===== config.mk =====
export PLATFORM = sky130hd
export DESIGN_NAME = rotint_div_cell
export DESIGN_NICKNAME = d
export VERILOG_FILES = /design/src/sv/rotint_pkg.sv /design/src/sv/rotint_div_cell.sv
export SDC_FILE = /design/constraint.sdc
export NUM_CORES = 1
export LEC_CHECK = 0
export ABC_AREA = 1
export BUFFER_PORTS_ARGS = -buffer_cell sky130_fd_sc_hd__buf_4
export CAP_MARGIN = 20
export CORE_AREA = 2 2 143 145
export CTS_CLUSTER_DIAMETER = 40
export DETAILED_ROUTE_END_ITERATION = 12
export DIE_AREA = 0 0 145 147
export GPL_TIMING_DRIVEN = 1
export PLACE_DENSITY = 0.85
export SLEW_MARGIN = 20
export SYNTH_ARGS = -nofsm -noshare
export SYNTH_HDL_FRONTEND = slang
export SYNTH_SLANG_ARGS = --single-unit

===== constraint.sdc =====
create_clock -name aclk -period 2.95 [get_ports aclk]
set_input_delay 0.1475 -clock aclk [delete_from_list [all_inputs] [get_ports aclk]]
set_output_delay 0.1475 -clock aclk [all_outputs]
set_load 0.005 [all_outputs]

===== src/sv/rotint_pkg.sv =====
package rotint_pkg;

    localparam int CORDIC_STAGES = 16;
    localparam int ANG_TABLE_LEN = 24;
    localparam int IDX_W = $clog2(ANG_TABLE_LEN);

    localparam int SAMP_W = 16;
    localparam int FRAC_W = 18;
    localparam int PROD_W = 2 * SAMP_W;
    localparam int REL_W = PROD_W + 2;
    localparam int VX_W = 36;
    localparam int ANG_W = 34;
    localparam int DIFF_W = 33;
    localparam int RX_W = 33;
    localparam int MAG_W = 32;
    localparam int SQ_W = 64;
    localparam int SQRT_STEPS = SQ_W / 2;
    localparam int SQRT_IDX_W = $clog2(SQRT_STEPS);
    localparam int DIV_STEPS = 17;
    localparam int DIV_IDX_W = $clog2(DIV_STEPS);
    localparam int DIV_W = MAG_W + 16;

    localparam int PIPE_DEPTH = 8 + 2 * CORDIC_STAGES + SQRT_STEPS + DIV_STEPS;
    localparam int SA_LEN = CORDIC_STAGES + 5;

    localparam logic signed [ANG_W-1:0] ANG_PI = ANG_W'(64'sd2147483648);
    localparam logic signed [ANG_W-1:0] ANG_HALF_PI = ANG_W'(64'sd1073741824);
    localparam logic signed [FRAC_W-1:0] FRAC_ONE = FRAC_W'(65536);
    localparam logic signed [SAMP_W-1:0] UNIT_MAX = 16'sd32767;

    localparam logic [31:0] ATAN_TAB [ANG_TABLE_LEN] = '{
        32'd536870912, 32'd316933406, 32'd167458907, 32'd85004756,
        32'd42667331, 32'd21354465, 32'd10680862, 32'd5340245,
        32'd2670163, 32'd1335087, 32'd667544, 32'd333772,
        32'd166886, 32'd83443, 32'd41721, 32'd20860,
        32'd10430, 32'd5215, 32'd2607, 32'd1303,
        32'd651, 32'd325, 32'd162, 32'd81
    };

    typedef struct packed {
        logic                     pass;
        logic signed [SAMP_W-1:0] pcos;
        logic signed [SAMP_W-1:0] psin;
    } pinfo_t;

    typedef struct packed {
        logic signed [SAMP_W-1:0] sc;
        logic signed [SAMP_W-1:0] ss;
        logic signed [FRAC_W-1:0] frac;
    } sa_t;

    typedef struct packed {
        logic             xneg;
        logic             yneg;
        logic [MAG_W-1:0] ax;
        logic [MAG_W-1:0] ay;
    } mag_t;

    typedef struct packed {
        logic xneg;
        logic yneg;
        logic mzero;
    } dside_t;

endpackage


===== src/sv/rotint_div_cell.sv =====
module rotint_div_cell (
    input  logic                               aclk,
    input  logic                               en,
    input  logic [rotint_pkg::DIV_IDX_W-1:0]   j,
    input  logic [rotint_pkg::DIV_W-1:0]       rem_in,
    input  logic [rotint_pkg::MAG_W-1:0]       d_in,
    input  logic [rotint_pkg::DIV_STEPS-1:0]   q_in,
    output logic [rotint_pkg::DIV_W-1:0]       rem_out,
    output logic [rotint_pkg::MAG_W-1:0]       d_out,
    output logic [rotint_pkg::DIV_STEPS-1:0]   q_out
);
    import rotint_pkg::*;

    logic [DIV_W-1:0]     rem_reg, rem_next, trial;
    logic [MAG_W-1:0]     d_reg;
    logic [DIV_STEPS-1:0] q_reg, q_next;

    assign trial = DIV_W'(d_in) << j;

    always_comb begin
        if (rem_in >= trial) begin
            rem_next = rem_in - trial;
            q_next = q_in | (DIV_STEPS'(1) << j);
        end else begin
            rem_next = rem_in;
            q_next = q_in;
        end
    end

    always_ff @(posedge aclk) begin
        if (en) begin
            rem_reg <= rem_next;
            q_reg <= q_next;
            d_reg <= d_in;
        end
    end

    assign rem_out = rem_reg;
    assign d_out = d_reg;
    assign q_out = q_reg;

endmodule


==> flow_summary.yaml <==
status:
  run_status: "complete, but fails checks"
  violations: "negative setup slack"
global_routing:
  antenna_found_initial: 0
  grt_pass1_vias: 12260
  grt_overflow: 0
  grtUsageTotal: 0.3720
  grt_pass1_wl_mm: 62.75
  grt_max_degree: 98
hold_path:
  hold_path.class: "input pin to flop"
synthesis:
  yosys_register_bits: 97
  synth_fp_nets: 1803
  synth_top_cell_by_area: "edfxtp_1"
  avgSynthCellArea_um2: 6.119
  synth-async-reset-ratio: 0
  post-synth-top-count-cell: "nand2_1"
  ys.flop_type: "edfxtp_1"
  yosysSeqAreaShare: 0.2887
  synth_edf_count: 97
  yosysWarnings: 0
  ys_types: 39
  synth_top_area_frac: 0.2887
  synthTopCellsByArea: "edfxtp_1 29%, nand2_1 23%, inv_1 11%, nand3_1 6.9%, ha_1 6.1%"
  synthCells: 1649
  synth_area_um2: 10090
  synth_common_cells: "625 x nand2_1, 300 x inv_1, 139 x nand3_1"
cts:
  clock_path_buffers: 2
  cts_tree: "yes"
  numCtsBuffers: 9
  numClockSinks: 97
  ctsRootBufferMaster: "clkbuf_16"
  htreeDepth: 3
  clk_pin_slew_ns: 0.08
sta:
  setup-violations-final: 62
  worst_slack_ns: -0.1670
  slew_viol_final: 0
  fmax_mhz: 320.8
  finalCritPeriodShare: 1.057
  worstMarginPinSlew_ns: 0.9100
  hold_viol: 0
  max-slew-margin-rel: 0.3933
  whs_ns: 0.02181
  fin_crit_ns: 3.117
  rsz0062_at_grt: "true"
setup_path:
  crit_family: "simple AND/OR/NAND/NOR gates"
  start_kind: "input pin"
  cp-end-kind: "flop"
  cpMostUsedCell: "nand2_2"
  critPathMaxStageDelay_ns: 0.31
  slowest_stage: "ha_4"
  critPathKind: "input pin to flop"
  crit_fanout: 28
  path_buf_inv: 7
  cp.required_ns: 3.07
  cp.arrival_ns: 3.23
layout:
  multi_input_area_um2: 7247
  seq_area_um2: 2913
  layout-area-overhead-vs-synth_pct: 60.97
  nNetsFinal: 2284
  drive_gt1_frac: 0.3897
  antennaDiodeCount: 0
  fill_cells: 1281
route:
  drt_wl_total_mm: 46.33
  ant_nets: 0
  drtPass1Iterations: 7
  viasPerCell: 5.654
  drt_first_iter_violations: 1411
  vias: 13600
  drc_errors: 0
  wl_per_cell_um: 19.27
place:
  port_buffers: 200
  place.gp.congestion: 0.9944
  dp_hpwl_mm: 31.17
floorplanning:
  chipWidth_um: 145
  fp.coreArea_um2: 19840
  die_h_um: 147
  ios: 201
  num_rows: 52
  start_util: 0.5084
  die_area_um2: 21320
power_and_ir_drop:
  p_seq_frac: 0.262
  power.share.clock: 0.176
  swShare: 0.4075
  max-vdd-ir-drop_mv: 0.3264
  internal-power_w: 0.004121
  p_leak_nw: 8.483
  pwr-share-comb: 0.562
  switchingPower_w: 0.002834
  p_total_w: 0.006955
  power_density_nw_per_um2: 428.2
flow_run:
  maxCapViolCount: 0
## per-layer routing
metal	wire length (um)	global-route usage	vias up
li1	-	-	6169
met1	16540	0.4528	6180
met2	21890	0.6512	963
met3	4563	0.05528	286
met4	3336	0.1733	0
met5	0	0	-
## power by group through the flow
stage / sequential, W / combinational (W) / clock (W)
4_1_cts: 0.00182 / 0.00326 / 0.00120
3_3_place_gp: 0.00185 / 0.00292 / 0
2_1_floorplan: 0.00187 / 0.00147 / 0
3_5_place_dp: 0.00185 / 0.00298 / 0
5_1_grt: 0.00184 / 0.00415 / 0.00126
6_report: 0.00182 / 0.00391 / 0.00122
## final timing paths
| path | start | end | slack (ns) | cells past startpoint |
|---|---|---|---|---|
| setup / recovery | j[0] | rem_out[21] | -0.17 | 26 |
| hold / removal | q_in[4] | q_out[4] | 0.02 | 2 |
## layout by cell type (no fill, tap or decap), types with 19 or more instances in the layout
cell           Yosys  final
nor2_1           111     68
nand3_1          139    100
inv_1            300    279
inv_2              4     23
nand2_1          625    536
nor2_2             2     29
ha_4               0     33
nand3_2            0     39
edfxtp_1          97     97
buf_4              6    465
nand4_1           36     36
xor2_1            24     23
dlygate4sd3_1      0     24
nand2_2            2     74
o21ai_2            0     33
o21ai_1           28     45
a21oi_1           28     19
## metrics by stage
step / worst slack (ns) / instances / util / setup TNS [ns] / instance area [um2]
after floorplan: 0.03412 / 1649 / - / 0 / 10090
after detailed placement: -0.8557 / 2334 / 0.6936 / -45.87 / 13760
after global routing: -0.2764 / 2405 / 0.8185 / -12.45 / 16240
after global placement: -0.8216 / 2334 / 0.6936 / -43.15 / 13760
after CTS: 0.003094 / 2387 / 0.7541 / 0 / 14960
final: -0.1670 / 2405 / 0.8185 / -5.458 / 16240
## state kept, by name, indices dropped and copies added, names as in the netlist
register,cells
rem_out,48
d_out,32
q_out,17
## what timing repair did
action,CTS,global route
gates resized for setup,133,293
setup buffers,9,15
pin swaps,23,79
gates cloned,4,4
setup endpoints to repair,65,65
endpoints found under the hold margin,24,0
hold buffers,24,0
## layout make-up
cell class | count | share of cell area
clock inverter | 7 | 0.003775
multi-input combinational | 1199 | 0.4462
inverter | 305 | 0.07195
clock buffer | 9 | 0.01387
sequential | 97 | 0.1793
tap | 270 | 0.02080
timing repair buffer | 518 | 0.2641
## cell families (layout without fill, tap and decap cells)
group                      Yosys count  in the layout  share of synthesized area
buffers and inverters              354            839                     0.1368
and+or+nand+nor                    962            963                     0.3979
muxes                                8              8                   0.007937
xor gates and xnor gates            25             25                    0.02170
adders and majority gates           50             50                    0.06275
AOI/OAI and AO/OA                  153            153                    0.08420
DFF                                 97             97                     0.2887
Note: power is estimated with default switching activity, not from simulation.
