--- src/sv/rotint_pkg.sv ---
package rotint_pkg;

    localparam int CORDIC_STAGES = 16;
    localparam int ANG_TABLE_LEN = 24;
    localparam int IDX_W = $clog2(ANG_TABLE_LEN);

    localparam int SAMP_W = 16;
    localparam int FRAC_W = 18;
    localparam int PROD_W = 2 * SAMP_W;
    localparam int REL_W = PROD_W + 2;
    localparam int VX_W = 36;
    localparam int ANG_W = 34;
    localparam int DIFF_W = 33;
    localparam int RX_W = 33;
    localparam int MAG_W = 32;
    localparam int SQ_W = 64;
    localparam int SQRT_STEPS = SQ_W / 2;
    localparam int SQRT_IDX_W = $clog2(SQRT_STEPS);
    localparam int DIV_STEPS = 17;
    localparam int DIV_IDX_W = $clog2(DIV_STEPS);
    localparam int DIV_W = MAG_W + 16;

    localparam int PIPE_DEPTH = 8 + 2 * CORDIC_STAGES + SQRT_STEPS + DIV_STEPS;
    localparam int SA_LEN = CORDIC_STAGES + 5;

    localparam logic signed [ANG_W-1:0] ANG_PI = ANG_W'(64'sd2147483648);
    localparam logic signed [ANG_W-1:0] ANG_HALF_PI = ANG_W'(64'sd1073741824);
    localparam logic signed [FRAC_W-1:0] FRAC_ONE = FRAC_W'(65536);
    localparam logic signed [SAMP_W-1:0] UNIT_MAX = 16'sd32767;

    localparam logic [31:0] ATAN_TAB [ANG_TABLE_LEN] = '{
        32'd536870912, 32'd316933406, 32'd167458907, 32'd85004756,
        32'd42667331, 32'd21354465, 32'd10680862, 32'd5340245,
        32'd2670163, 32'd1335087, 32'd667544, 32'd333772,
        32'd166886, 32'd83443, 32'd41721, 32'd20860,
        32'd10430, 32'd5215, 32'd2607, 32'd1303,
        32'd651, 32'd325, 32'd162, 32'd81
    };

    typedef struct packed {
        logic                     pass;
        logic signed [SAMP_W-1:0] pcos;
        logic signed [SAMP_W-1:0] psin;
    } pinfo_t;

    typedef struct packed {
        logic signed [SAMP_W-1:0] sc;
        logic signed [SAMP_W-1:0] ss;
        logic signed [FRAC_W-1:0] frac;
    } sa_t;

    typedef struct packed {
        logic             xneg;
        logic             yneg;
        logic [MAG_W-1:0] ax;
        logic [MAG_W-1:0] ay;
    } mag_t;

    typedef struct packed {
        logic xneg;
        logic yneg;
        logic mzero;
    } dside_t;

endpackage

--- src/sv/rotint_rot_cell.sv ---
module rotint_rot_cell (
    input  logic                                aclk,
    input  logic                                en,
    input  logic [rotint_pkg::IDX_W-1:0]        idx,
    input  logic signed [rotint_pkg::RX_W-1:0]  x_in,
    input  logic signed [rotint_pkg::RX_W-1:0]  y_in,
    input  logic signed [rotint_pkg::ANG_W-1:0] z_in,
    output logic signed [rotint_pkg::RX_W-1:0]  x_out,
    output logic signed [rotint_pkg::RX_W-1:0]  y_out,
    output logic signed [rotint_pkg::ANG_W-1:0] z_out
);
    import rotint_pkg::*;

    logic signed [RX_W-1:0]  x_reg, x_next, y_reg, y_next, dx, dy;
    logic signed [ANG_W-1:0] z_reg, z_next, atn;

    assign atn = ANG_W'(ATAN_TAB[idx]);
    assign dx = y_in >>> idx;
    assign dy = x_in >>> idx;

    always_comb begin
        if (!z_in[ANG_W-1]) begin
            x_next = x_in - dx;
            y_next = y_in + dy;
            z_next = z_in - atn;
        end else begin
            x_next = x_in + dx;
            y_next = y_in - dy;
            z_next = z_in + atn;
        end
    end

    always_ff @(posedge aclk) begin
        if (en) begin
            x_reg <= x_next;
            y_reg <= y_next;
            z_reg <= z_next;
        end
    end

    assign x_out = x_reg;
    assign y_out = y_reg;
    assign z_out = z_reg;

endmodule

--- config.mk ---
export PLATFORM = sky130hd
export DESIGN_NAME = rotint_rot_cell
export DESIGN_NICKNAME = d
export VERILOG_FILES = /design/src/sv/rotint_pkg.sv /design/src/sv/rotint_rot_cell.sv
export SDC_FILE = /design/constraint.sdc
export NUM_CORES = 1
export LEC_CHECK = 0
export BUFFER_PORTS_ARGS = -buffer_cell sky130_fd_sc_hd__buf_4
export CORE_MARGIN = 2
export CORE_UTILIZATION = 50
export DETAILED_ROUTE_END_ITERATION = 10
export GPL_TIMING_DRIVEN = 0
export PLACE_DENSITY = 0.83
export SLEW_MARGIN = 20
export SYNTH_ARGS = -nofsm -noshare
export SYNTH_HDL_FRONTEND = slang
export SYNTH_SLANG_ARGS = --single-unit
--- constraint.sdc ---
create_clock -name aclk -period 6.2 [get_ports aclk]
set_clock_uncertainty 0.2 [all_clocks]
set_input_delay 0.62 -clock aclk [delete_from_list [all_inputs] [get_ports aclk]]
set_output_delay 0.62 -clock aclk [all_outputs]
set_load 0.05 [all_outputs]
==> run_results.csv <==
group,metric,value,unit
status,status,"finished with violations",
status,violations,"negative setup slack",
die,core,29600,um^2
synthesis,synth-async-reset-ratio,0,%
clocking,path_clk_slew,0.07,ns
grt,first_global_vias,16100,
power_and_ir_drop,powerDensity,254,nW/um^2
hold_path,holdPathEnd,"z_out[0]",
hold_path,min_path_type,"in -> reg",
sta,final-max-slew-violation-count,0,
synthesis,ys_ff_latch,100,
die,die_y,177,um
critical_path,end_kind,"flip-flop",
clocking,cts_hold_buf,0,
final_layout,nFillCells,2423,
power_and_ir_drop,power,4910,uW
detailed_routing,first_pass_iters,6,
grt,track_usage,44.7,%
clocking,htree_levels,3,
die,start_util,50.6,%
grt,grt_pass1_wl,102000,um
detailed_routing,routed_wl,72200,um
final_layout,area_growth,29.0,%
clocking,clk_root_buffer_cell,"clkbuf_16",
flow_run,cap_violations,0,
hold_path,hold_path_startpoint,"z_in[0]",
sta,tns,-0.102,ns
final_layout,instances_no_fill,2407,
final_layout,nets,2230,
die,rows,63,
place,io_buffers,202,
detailed_routing,drtIter0Drc,2114,
sta,finalHoldViolations,0,
synthesis,ys_seq_area_share,20.1,%
synthesis,avgSynthCellArea,8.78,um^2
detailed_routing,num_vias,16800,
sta,setup_viol,1,
critical_path,critical_path_class,"in -> reg",
grt,grt_overflow,0,
sta,max_freq,0.159,GHz
final_layout,antenna_cells,0,
sta,slew_headroom,21.8,%
grt,antenna_found_initial,1,
die,die_x,177,um
clocking,cts_tree,"yes",
critical_path,arrival,6.23,ns
place,place_ws,-3.24,ns
critical_path,startpoint_type,"input port",
place,place_hpwl,53800,um
synthesis,synth_area_leader_cell,"edfxtp_1",
clocking,numClockSinks,100,
sta,post-route-period-util,102,%
sta,worst_pin_slew,1.16,ns
synthesis,yosysUniqueCellTypes,90,
clocking,cts_buffer_depth,2,
critical_path,required,6.13,ns
synthesis,synth_edf_count,100,
final_layout,final_core_util,65.3,%
synthesis,synthTopCellsByArea,"edfxtp_1, mux4_2, ha_1",
sta,fin_ws,-0.102,ns
synthesis,yosys_warnings,0,
sta,fin_crit,6.30,ns
final_layout,final_common_cell,"buf_4",
critical_path,cp_max_fo,13,
detailed_routing,wl_per_cell,30.0,um
final_layout,drive_above_1_share,31.3,%
power_and_ir_drop,p_leak,0.00804,uW
synthesis,synth_area,15000,um^2
synthesis,yosys.area.top_type_share,20.1,%
place,place_inst,2297,
synthesis,synth_flop_cell,"edfxtp_1",
synthesis,syn-instance-count,1705,
clocking,cts_buffers,9,
grt,grt_max_degree,101,
hold_path,min_delay_path_depth,2,
synthesis,synth_nets,1922,
detailed_routing,antenna_left,0,
die,dieArea,31300,um^2
power_and_ir_drop,vdd_drop_max,0.221,mV
detailed_routing,drcViolationCount,0,
detailed_routing,vias_per_cell,6.98,
die,ios,207,
place,gp_congestion,1.14,
final_layout,layout_common_cells,"buf_4, a21oi_1, nor2_1",
-- worst max-delay path, cell delays in order --
cell and delay, ns:
buf_4 0.18, buf_12 0.17, clkinv_8 0.12, buf_12 0.19, buf_12 0.15, buf_16 0.16, buf_16 0.18, ha_2 0.33
nand2_1 0.13, a21oi_1 0.12, a311oi_4 0.35, ha_2 0.29, nand4_1 0.11, buf_4 0.18, nor4_4 0.34, nor2_1 0.09
xor2_1 0.15, ha_1 0.39, a21oi_2 0.21, nor2b_1 0.07, o21ai_0 0.19, nand2b_1 0.16, a2111oi_4 0.43, a22oi_2 0.17
buf_4 0.17, nand3_1 0.11, nor2_1 0.06, a311oi_1 0.37
-- layout make-up --
cell class,count,area (um^2),area share (%)
timing repair buffer,303,2360,12.2
buffer,89,917,4.75
clock inverter,6,65.1,0.337
multi-input combinational,1457,12000,62.3
clock buffer,9,225,1.17
tap,390,488,2.53
inverter,53,211,1.10
sequential,100,3000,15.6
-- through the flow --
| stage | hold slack, ns | area [um^2] |
|---|---|---|
| final | 0.353 | 19300 |
| after global routing | 0.346 | 19300 |
| after CTS | 0.344 | 18400 |
| after detailed placement | 0.725 | 17000 |
| after global placement | 0.717 | 17000 |
| after floorplan | 0.532 | 15000 |
-- worst max-delay path by stage --
| stage | startpoint | endpoint | slack (ns) | depth (start not counted) |
|---|---|---|---|---|
| floorplan | idx[1] | z_out[31] | 0.05 | 25 |
| global placement | idx[1] | z_out[33] | -3.07 | 25 |
| detailed placement | idx[1] | z_out[33] | -3.24 | 25 |
| CTS | idx[0] | x_out[30] | 0.001 | 26 |
| global route | idx[1] | z_out[27] | -0.14 | 28 |
| finish | idx[1] | z_out[27] | -0.10 | 28 |
-- cells in the mapped netlist, types with 6 or more instances --
master and number:
a211oi_1 13, a21o_1 54, a21oi_1 164, a221oi_1 7
a22oi_1 8, a31oi_1 31, and2_1 11, and3_1 30
buf_1 10, buf_2 18, buf_4 9, buf_6 11
clkbuf_1 42, edfxtp_1 100, ha_1 107, inv_1 52
mux2_2 32, mux2i_1 55, mux4_2 67, nand2_1 126
nand2b_1 28, nand3_1 30, nand4_1 13, nor2_1 148
nor2b_1 27, nor3_1 32, nor4_1 8, o211ai_1 17
o21a_1 17, o21ai_0 86, o21bai_1 21, o221ai_1 7
o22ai_1 7, o31ai_1 8, or2_2 6, or3_1 7
xnor2_1 109, xor2_1 59
-- report_power, final --
part           switching (uW)  leakage [uW]  internal [uW]
clock network             292      0.000143            313
registers                49.2      0.000979           1010
logic                    2050       0.00692           1190
-- logic make-up (layout without fill, tap and decap cells) --
group	count (synthesis)	count (layout)	synth area share, %
and+or+nand+nor	499	499	16.5
adders and majority gates	110	110	9.35
xor gates and xnor gates	168	168	9.83
muxes	159	159	16.5
buffers and inverters	148	460	5.02
AOI/OAI and AO/OA	521	521	22.7
DFF	100	100	20.1
-- per-layer routing --
| metal | track usage (%) | vias to the layer above | wire length (um) |
|---|---|---|---|
| met3 | 12.2 | 335 | 8470 |
| li1 | - | 7100 | - |
| met2 | 69.6 | 1290 | 31900 |
| met5 | 0 | - | 0 |
| met1 | 54.1 | 8064 | 26300 |
| met4 | 29.4 | 0 | 5560 |
-- repair_timing --
item                                    4_1_cts  5_1_grt
setup buffers                                46       53
gates cloned                                  1        1
gates resized for setup                     183      122
endpoints found under the setup margin       72       26
pin swaps                                    33       60
-- flip-flops by register name, summed over array words and instances, names as in the netlist --
signal	flops
x_out	33
y_out	33
z_out	34
No activity file was read; power rests on OpenSTA's default activity.
