<file path="src/sv/rotint_pkg.sv">
package rotint_pkg;

    localparam int CORDIC_STAGES = 16;
    localparam int ANG_TABLE_LEN = 24;
    localparam int IDX_W = $clog2(ANG_TABLE_LEN);

    localparam int SAMP_W = 16;
    localparam int FRAC_W = 18;
    localparam int PROD_W = 2 * SAMP_W;
    localparam int REL_W = PROD_W + 2;
    localparam int VX_W = 36;
    localparam int ANG_W = 34;
    localparam int DIFF_W = 33;
    localparam int RX_W = 33;
    localparam int MAG_W = 32;
    localparam int SQ_W = 64;
    localparam int SQRT_STEPS = SQ_W / 2;
    localparam int SQRT_IDX_W = $clog2(SQRT_STEPS);
    localparam int DIV_STEPS = 17;
    localparam int DIV_IDX_W = $clog2(DIV_STEPS);
    localparam int DIV_W = MAG_W + 16;

    localparam int PIPE_DEPTH = 8 + 2 * CORDIC_STAGES + SQRT_STEPS + DIV_STEPS;
    localparam int SA_LEN = CORDIC_STAGES + 5;

    localparam logic signed [ANG_W-1:0] ANG_PI = ANG_W'(64'sd2147483648);
    localparam logic signed [ANG_W-1:0] ANG_HALF_PI = ANG_W'(64'sd1073741824);
    localparam logic signed [FRAC_W-1:0] FRAC_ONE = FRAC_W'(65536);
    localparam logic signed [SAMP_W-1:0] UNIT_MAX = 16'sd32767;

    localparam logic [31:0] ATAN_TAB [ANG_TABLE_LEN] = '{
        32'd536870912, 32'd316933406, 32'd167458907, 32'd85004756,
        32'd42667331, 32'd21354465, 32'd10680862, 32'd5340245,
        32'd2670163, 32'd1335087, 32'd667544, 32'd333772,
        32'd166886, 32'd83443, 32'd41721, 32'd20860,
        32'd10430, 32'd5215, 32'd2607, 32'd1303,
        32'd651, 32'd325, 32'd162, 32'd81
    };

    typedef struct packed {
        logic                     pass;
        logic signed [SAMP_W-1:0] pcos;
        logic signed [SAMP_W-1:0] psin;
    } pinfo_t;

    typedef struct packed {
        logic signed [SAMP_W-1:0] sc;
        logic signed [SAMP_W-1:0] ss;
        logic signed [FRAC_W-1:0] frac;
    } sa_t;

    typedef struct packed {
        logic             xneg;
        logic             yneg;
        logic [MAG_W-1:0] ax;
        logic [MAG_W-1:0] ay;
    } mag_t;

    typedef struct packed {
        logic xneg;
        logic yneg;
        logic mzero;
    } dside_t;

endpackage

</file>
<file path="src/sv/rotint_sqrt_cell.sv">
module rotint_sqrt_cell (
    input  logic                                aclk,
    input  logic                                en,
    input  logic [rotint_pkg::SQRT_IDX_W-1:0]   k,
    input  logic [rotint_pkg::SQ_W-1:0]         n_in,
    input  logic [rotint_pkg::SQ_W-1:0]         r_in,
    output logic [rotint_pkg::SQ_W-1:0]         n_out,
    output logic [rotint_pkg::SQ_W-1:0]         r_out
);
    import rotint_pkg::*;

    logic [SQ_W-1:0] n_reg, n_next, r_reg, r_next, bitv, trial;

    assign bitv = SQ_W'(1) << {k, 1'b0};
    assign trial = r_in + bitv;

    always_comb begin
        if (n_in >= trial) begin
            n_next = n_in - trial;
            r_next = (r_in >> 1) + bitv;
        end else begin
            n_next = n_in;
            r_next = r_in >> 1;
        end
    end

    always_ff @(posedge aclk) begin
        if (en) begin
            n_reg <= n_next;
            r_reg <= r_next;
        end
    end

    assign n_out = n_reg;
    assign r_out = r_reg;

endmodule

</file>
<file path="config.mk">
export PLATFORM = sky130hd
export DESIGN_NAME = rotint_sqrt_cell
export DESIGN_NICKNAME = d
export VERILOG_FILES = /design/src/sv/rotint_pkg.sv /design/src/sv/rotint_sqrt_cell.sv
export SDC_FILE = /design/constraint.sdc
export NUM_CORES = 1
export LEC_CHECK = 0
export ABC_CLOCK_PERIOD_IN_PS = 9250
export BUFFER_PORTS_ARGS = -buffer_cell sky130_fd_sc_hd__buf_2
export CORE_MARGIN = 5
export CORE_UTILIZATION = 55
export CTS_CLUSTER_DIAMETER = 120
export DETAILED_ROUTE_END_ITERATION = 10
export PLACE_DENSITY = 0.79
export REMOVE_ABC_BUFFERS = 1
export SKIP_LAST_GASP = 1
export SYNTH_ARGS = -nofsm -noshare
export SYNTH_HDL_FRONTEND = slang
export SYNTH_SLANG_ARGS = --single-unit
</file>
<file path="constraint.sdc">
create_clock -name aclk -period 9.25 [get_ports aclk]
set_clock_uncertainty 0.05 [all_clocks]
set_input_delay 1.3875 -clock aclk [delete_from_list [all_inputs] [get_ports aclk]]
set_output_delay 1.3875 -clock aclk [all_outputs]
set_load 0.01 [all_outputs]
</file>
==> results of run 1 <==
==> power breakdown <==
group / internal [uW] / switching [uW]
Clock: 453 / 290
Sequential: 739 / 17.7
Combinational: 293 / 508
Total: 1480 / 816
==> synthesized netlist by cell type (25+ instances only) <==
library cell  number  area [um2]
a31oi_1           53         332
nand4_1           49         307
xnor2_1           86         753
clkbuf_1          63         236
o21ai_0          163         816
nand2_1          264         991
nor2_1           130         488
a21o_1            31         233
ha_1             126        1580
a21oi_1          130         651
xor2_1            99         867
edfxtp_1         128        3840
nand3_1           25         125
inv_1             30         113
o21bai_1          31         233
==> logic make-up after synthesis <==
group / share of synthesized area, %
mux: 0.160
xor+xnor: 11.5
compound gates: 25.8
flops: 27.4
fa+ha+maj: 11.6
buf+inv: 3.34
simple gates: 20.2
==> metrics by stage <==
step / instance area (um2) / util (%) / hold slack [ns]
final: 16100 / 64.0 / 1.20
after global routing: 16100 / 64.0 / 1.22
after CTS: 16100 / 64.0 / 1.20
after detailed placement: 15500 / 61.6 / 1.64
after global placement: 15500 / 61.6 / 1.64
after floorplan: 13700 / - / 1.45
==> critical path: stages <==
cell	delay, ns
buf_2	0.13
nand2b_1	0.48
nor2_1	0.19
ha_1	0.42
nand4_1	0.11
o31ai_1	0.46
a31oi_1	0.26
o31ai_1	0.28
buf_4	0.17
a21o_1	0.17
a21oi_1	0.14
o21bai_1	0.31
xnor2_1	0.14
ha_1	0.48
nand4_1	0.21
nor4_1	0.36
nand2_1	0.12
o211a_1	0.27
a2111oi_2	0.54
o22a_1	0.78
buf_4	0.28
nand2_1	0.07
xnor2_1	0.13
==> cell type report <==
cell class	count	area share (%)
timing repair buffer	270	8.60
clock inverter	13	1.16
clock buffer	19	2.69
multi-input combinational	1492	60.4
sequential	128	23.8
tap	330	2.56
inverter	30	0.698
antenna	1	0.0155
==> metal layers <==
metal | GRT usage [%] | wire [um]
met3 | 3.59 | 3870
met4 | 9.70 | 1190
met2 | 46.6 | 20000
met1 | 47.3 | 21700
met5 | 0 | 7
==> state kept, by name, summed over array words and instances, names as in the netlist <==
| name | count |
|---|---|
| r_out | 64 |
| n_out | 64 |
==> worst paths after layout <==
kind / start / end / slack, ns / depth (start not counted)
setup / recovery: k[4] / r_out[13] / 1.42 / 23
hold / removal: n_in[57] / n_out[57] / 1.20 / 3
==> results.json, run 1 <==
{
  "status": "finished, final reports clean",
  "path_clk_slew_ns": 0.07,
  "crit_fanout": 16,
  "grt_max_degree": 74,
  "drt-initial-drc-count": 1341,
  "clockBufferDepth": 2,
  "post_drt_wl_per_cell_um": 20.5,
  "hold_class": "in -> reg",
  "async_flop_share_pct": 0,
  "cts_setup_buffers": 0,
  "fin_ws_ns": 1.42,
  "dieArea_um2": 28800,
  "via_per_inst": 6.26,
  "initial_core_util_pct": 55.8,
  "syn2layout_area_growth_pct": 14.8,
  "multi_input_area_um2": 9740,
  "p_leak_uw": 0.00658,
  "grt_pass1_wl_um": 71900,
  "maxSlewViolCount": 0,
  "grt_overflow": 0,
  "io_buffers": 262,
  "io_pins": 263,
  "layout_common_cells": "nand2_1 (264), buf_2 (261), o21ai_0 (163), nor2_1 (130), a21oi_1 (130)",
  "cp-start-kind": "primary input",
  "die_h_um": 170,
  "netlist_area_um2": 14000,
  "seq_area_um2": 3840,
  "cts-buffers-inserted": 17,
  "critical_path_class": "in -> reg",
  "dp_hpwl_um": 37600,
  "core_um2": 25200,
  "maxSlewHeadroom_pct": 32.0,
  "cts.sinks": 128,
  "dpl.cell_count": 2250,
  "ys.flop_type": "edfxtp_1",
  "tns_ns": 0,
  "ir_drop_v": 0.000100,
  "cap_violations": 0,
  "ys_ff_latch": 128,
  "fillers": 2191,
  "place_ws_ns": 1.07,
  "die_w_um": 170,
  "final_common_cell": "nand2_1",
  "final_hold_viol_count": 0,
  "rsz0062_at_grt": "false",
  "setup_viol": 0,
  "cts-root-buf": "clkbuf_16",
  "power.total_uw": 2300,
  "grt_use_total_pct": 31.2,
  "synth-edff-count": 128,
  "netlist_instances": 1734,
  "max_freq_ghz": 0.128,
  "synth_cell_types": 90,
  "syn_avg_cell_area_um2": 8.10,
  "drive_above_1_share_pct": 18.0,
  "dr.pass1.iters": 6,
  "first_global_vias": 13113,
  "min_period_ns": 7.83,
  "crit_arrival_ns": 7.95,
  "powerDensity_nw_per_um2": 143,
  "tightest_slew_ns": 1.02,
  "ys_seq_area_share_pct": 27.4,
  "yosysWarningCount": 0,
  "hold_buffers": 0,
  "critical_path_required_ns": 9.37,
  "nets": 2201,
  "cts.repair.resized": 0,
  "drc": 0,
  "cp-end-kind": "flip-flop",
  "ant_nets": 0,
  "antenna_found_initial": 2,
  "gp_congestion": 0.990,
  "rows": 58,
  "cts_max_level": 4,
  "layout.cells.non_filler": 2283,
  "vias": 14286,
  "fin_crit_sh_pct": 84.7,
  "routed_wirelength_um": 46800,
  "cts_tree": "yes"
}
Note: power is estimated with default switching activity, not from simulation.
==> run 2: changes to the inputs <==
--- a/config.mk
+++ b/config.mk
@@ -5,13 +5,14 @@
 export SDC_FILE = /design/constraint.sdc
 export NUM_CORES = 1
 export LEC_CHECK = 0
-export ABC_CLOCK_PERIOD_IN_PS = 9250
+export ABC_AREA = 1
+export ABC_CLOCK_PERIOD_IN_PS = 7280
 export BUFFER_PORTS_ARGS = -buffer_cell sky130_fd_sc_hd__buf_2
 export CORE_MARGIN = 5
 export CORE_UTILIZATION = 55
 export CTS_CLUSTER_DIAMETER = 120
 export DETAILED_ROUTE_END_ITERATION = 10
-export PLACE_DENSITY = 0.79
+export PLACE_DENSITY = 0.77
 export REMOVE_ABC_BUFFERS = 1
 export SKIP_LAST_GASP = 1
 export SYNTH_ARGS = -nofsm -noshare
==> constraint.sdc (replaced) <==
create_clock -name aclk -period 7.28 [get_ports aclk]
set_clock_uncertainty 0.05 [all_clocks]
set_input_delay 1.092 -clock aclk [delete_from_list [all_inputs] [get_ports aclk]]
set_output_delay 1.092 -clock aclk [all_outputs]
set_load 0.01 [all_outputs]
==> run 2 against run 1 <==
Critical path depth is 1 higher. Via count grew 55%. Combinational power grew 45%. Power is 31% higher. Sequential share of layout area decreased by 5.0 points. Highest routed layer unchanged. Flip-flop and latch count stayed put. Hold slack got worse by 0.33 ns. Clock power rose by 20%. Sequential power is 28% higher.
==> results.json, run 2 <==
{
  "crit_chain": "buf_2 -> inv_1 -> nor3_1 -> ha_1 -> nand2_1 -> o21ai_0 -> a21oi_1 -> a21boi_0 -> nor2_1 -> a211oi_1 -> nand2_1 -> nand2_1 -> nand2_1 -> ha_1 -> a21o_1 -> a21oi_1 -> nor2_1 -> nor2_1 -> o211ai_1 -> a21oi_1 -> nand3_4 -> inv_4 -> buf_12 -> o21ai_0",
  "drt-initial-drc-count": 2543,
  "die_h_um": 192,
  "dp_hpwl_um": 63700,
  "synth.most_common_cell": "nand2_1",
  "via_per_inst": 5.87,
  "die_w_um": 192,
  "status": "finished, final reports clean",
  "ys_seq_area_share_pct": 21.2,
  "dr.pass1.iters": 6,
  "fillers": 3299,
  "max_stage_delay_ns": 0.82,
  "min_period_ns": 6.77,
  "grt_pass1_wl_um": 112000,
  "critPathTopFamily": "compound AO/OA/AOI/OAI gates",
  "cp-end-kind": "flip-flop",
  "first_global_vias": 20768,
  "vias": 22120,
  "crit_fanout": 125,
  "critical_path_required_ns": 7.39,
  "maxSlewHeadroom_pct": 39.1,
  "cp_num_buf_inv": 4,
  "crit_arrival_ns": 6.89,
  "synth_top_area_share_pct": 21.2,
  "setup_viol": 0,
  "clockBufferDepth": 2,
  "final_hold_viol_count": 0,
  "synth_cell_types": 56,
  "ys.flop_type": "edfxtp_1",
  "hold_buffers": 0,
  "netlist_instances": 3057,
  "cp-start-kind": "primary input",
  "grt_max_degree": 126,
  "ir_drop_v": 0.000183,
  "yosysWarningCount": 0,
  "ys_ff_latch": 128,
  "fin_crit_sh_pct": 93.1,
  "core_um2": 32500,
  "hold_class": "in -> reg",
  "tightest_slew_ns": 0.913,
  "antenna_found_initial": 3,
  "powerDensity_nw_per_um2": 148,
  "syn_avg_cell_area_um2": 5.94,
  "synth_commonest_cells": "nand2_1 (902), inv_1 (473), nor2_1 (428)",
  "cts-root-buf": "clkbuf_16",
  "io_pins": 263,
  "drive_above_1_share_pct": 10.3,
  "post_drt_wl_per_cell_um": 20.2,
  "yosys-top-cells-area": "edfxtp_1 (21%), nand2_1 (19%), inv_1 (9.8%)",
  "dieArea_um2": 36800,
  "cts_tree": "yes",
  "crit_path_frequent_cell": "nand2_1",
  "rows": 66,
  "path_clk_slew_ns": 0.06,
  "routed_wirelength_um": 76100,
  "ant_nets": 0,
  "rsz0062_at_grt": "false",
  "critical_path_class": "in -> reg",
  "syn2layout_area_growth_pct": 12.4,
  "drc": 0,
  "cts-buffers-inserted": 17,
  "synth-edff-count": 128,
  "cts_max_level": 4,
  "io_buffers": 262,
  "cts_setup_buffers": 0,
  "nets": 3572,
  "cap_violations": 0,
  "synth_area_leader_cell": "edfxtp_1",
  "initial_core_util_pct": 55.8,
  "cts.repair.resized": 0,
  "layout_common_cells": "nand2_1 (902), inv_1 (473), nor2_1 (428), buf_2 (261), o21ai_0 (229)",
  "cts.sinks": 128,
  "maxSlewViolCount": 0,
  "holdWs_ns": 0.876,
  "slowest_stage": "nor3_1",
  "max_freq_ghz": 0.148,
  "grt_use_total_pct": 40.0,
  "grt_overflow": 0,
  "tns_ns": 0,
  "netlist_area_um2": 18200,
  "gp_congestion": 1.12,
  "async_flop_share_pct": 0,
  "p_leak_uw": 0.00942,
  "final_common_cell": "nand2_1"
}
run 2: power by group:
group | leakage, uW | switching, uW | internal (uW)
clock | 0.000277 | 361 | 529
combinational | 0.00789 | 787 | 371
sequential | 0.00125 | 27.8 | 939
total | 0.00942 | 1180 | 1840
run 2: metal layers:
layer / up-vias / routed length, um / global-route usage, %
met1: 9915 / 27600 / 47.0
met2: 1425 / 34800 / 67.5
met3: 302 / 7500 / 5.82
met5: - / 7 / 0
li1: 10476 / - / -
met4: 2 / 6180 / 27.3
run 2: metrics by stage:
step	utilization, %	cell area [um2]	worst slack [ns]	total power [uW]	std cells
after floorplan	-	17900	1.04	1650	3021
after global placement	60.9	19800	0.482	2080	3733
after detailed placement	60.9	19800	0.322	2100	3733
after CTS	62.7	20400	0.789	2990	3765
after global routing	62.7	20400	0.185	3150	3767
final	62.7	20400	0.506	3020	3767
run 2: area by class of cell:
type / count / area (um2) / share of cell area [%]
Multi-Input combinational cell: 2411 / 12200 / 59.9
Sequential cell: 128 / 3840 / 18.8
Inverter: 482 / 1810 / 8.88
Timing Repair Buffer: 270 / 1400 / 6.85
Tap cell: 442 / 553 / 2.71
Clock buffer: 18 / 429 / 2.10
Clock inverter: 14 / 148 / 0.723
Antenna cell: 2 / 5.00 / 0.0245
run 2: final timing paths:
path	start	endpoint	cells after the start
worst max-delay path	k[4]	n_out[26]	24
worst min-delay path	n_in[61]	n_out[61]	3
run 2: cells by family after synthesis:
family	share of synthesized area (%)
AND/OR/NAND/NOR	38.2
XOR/XNOR	4.39
AO/OA/AOI/OAI	15.9
buffers and inverters	11.5
flip-flops	21.2
adder cells (fa/ha/maj)	8.79
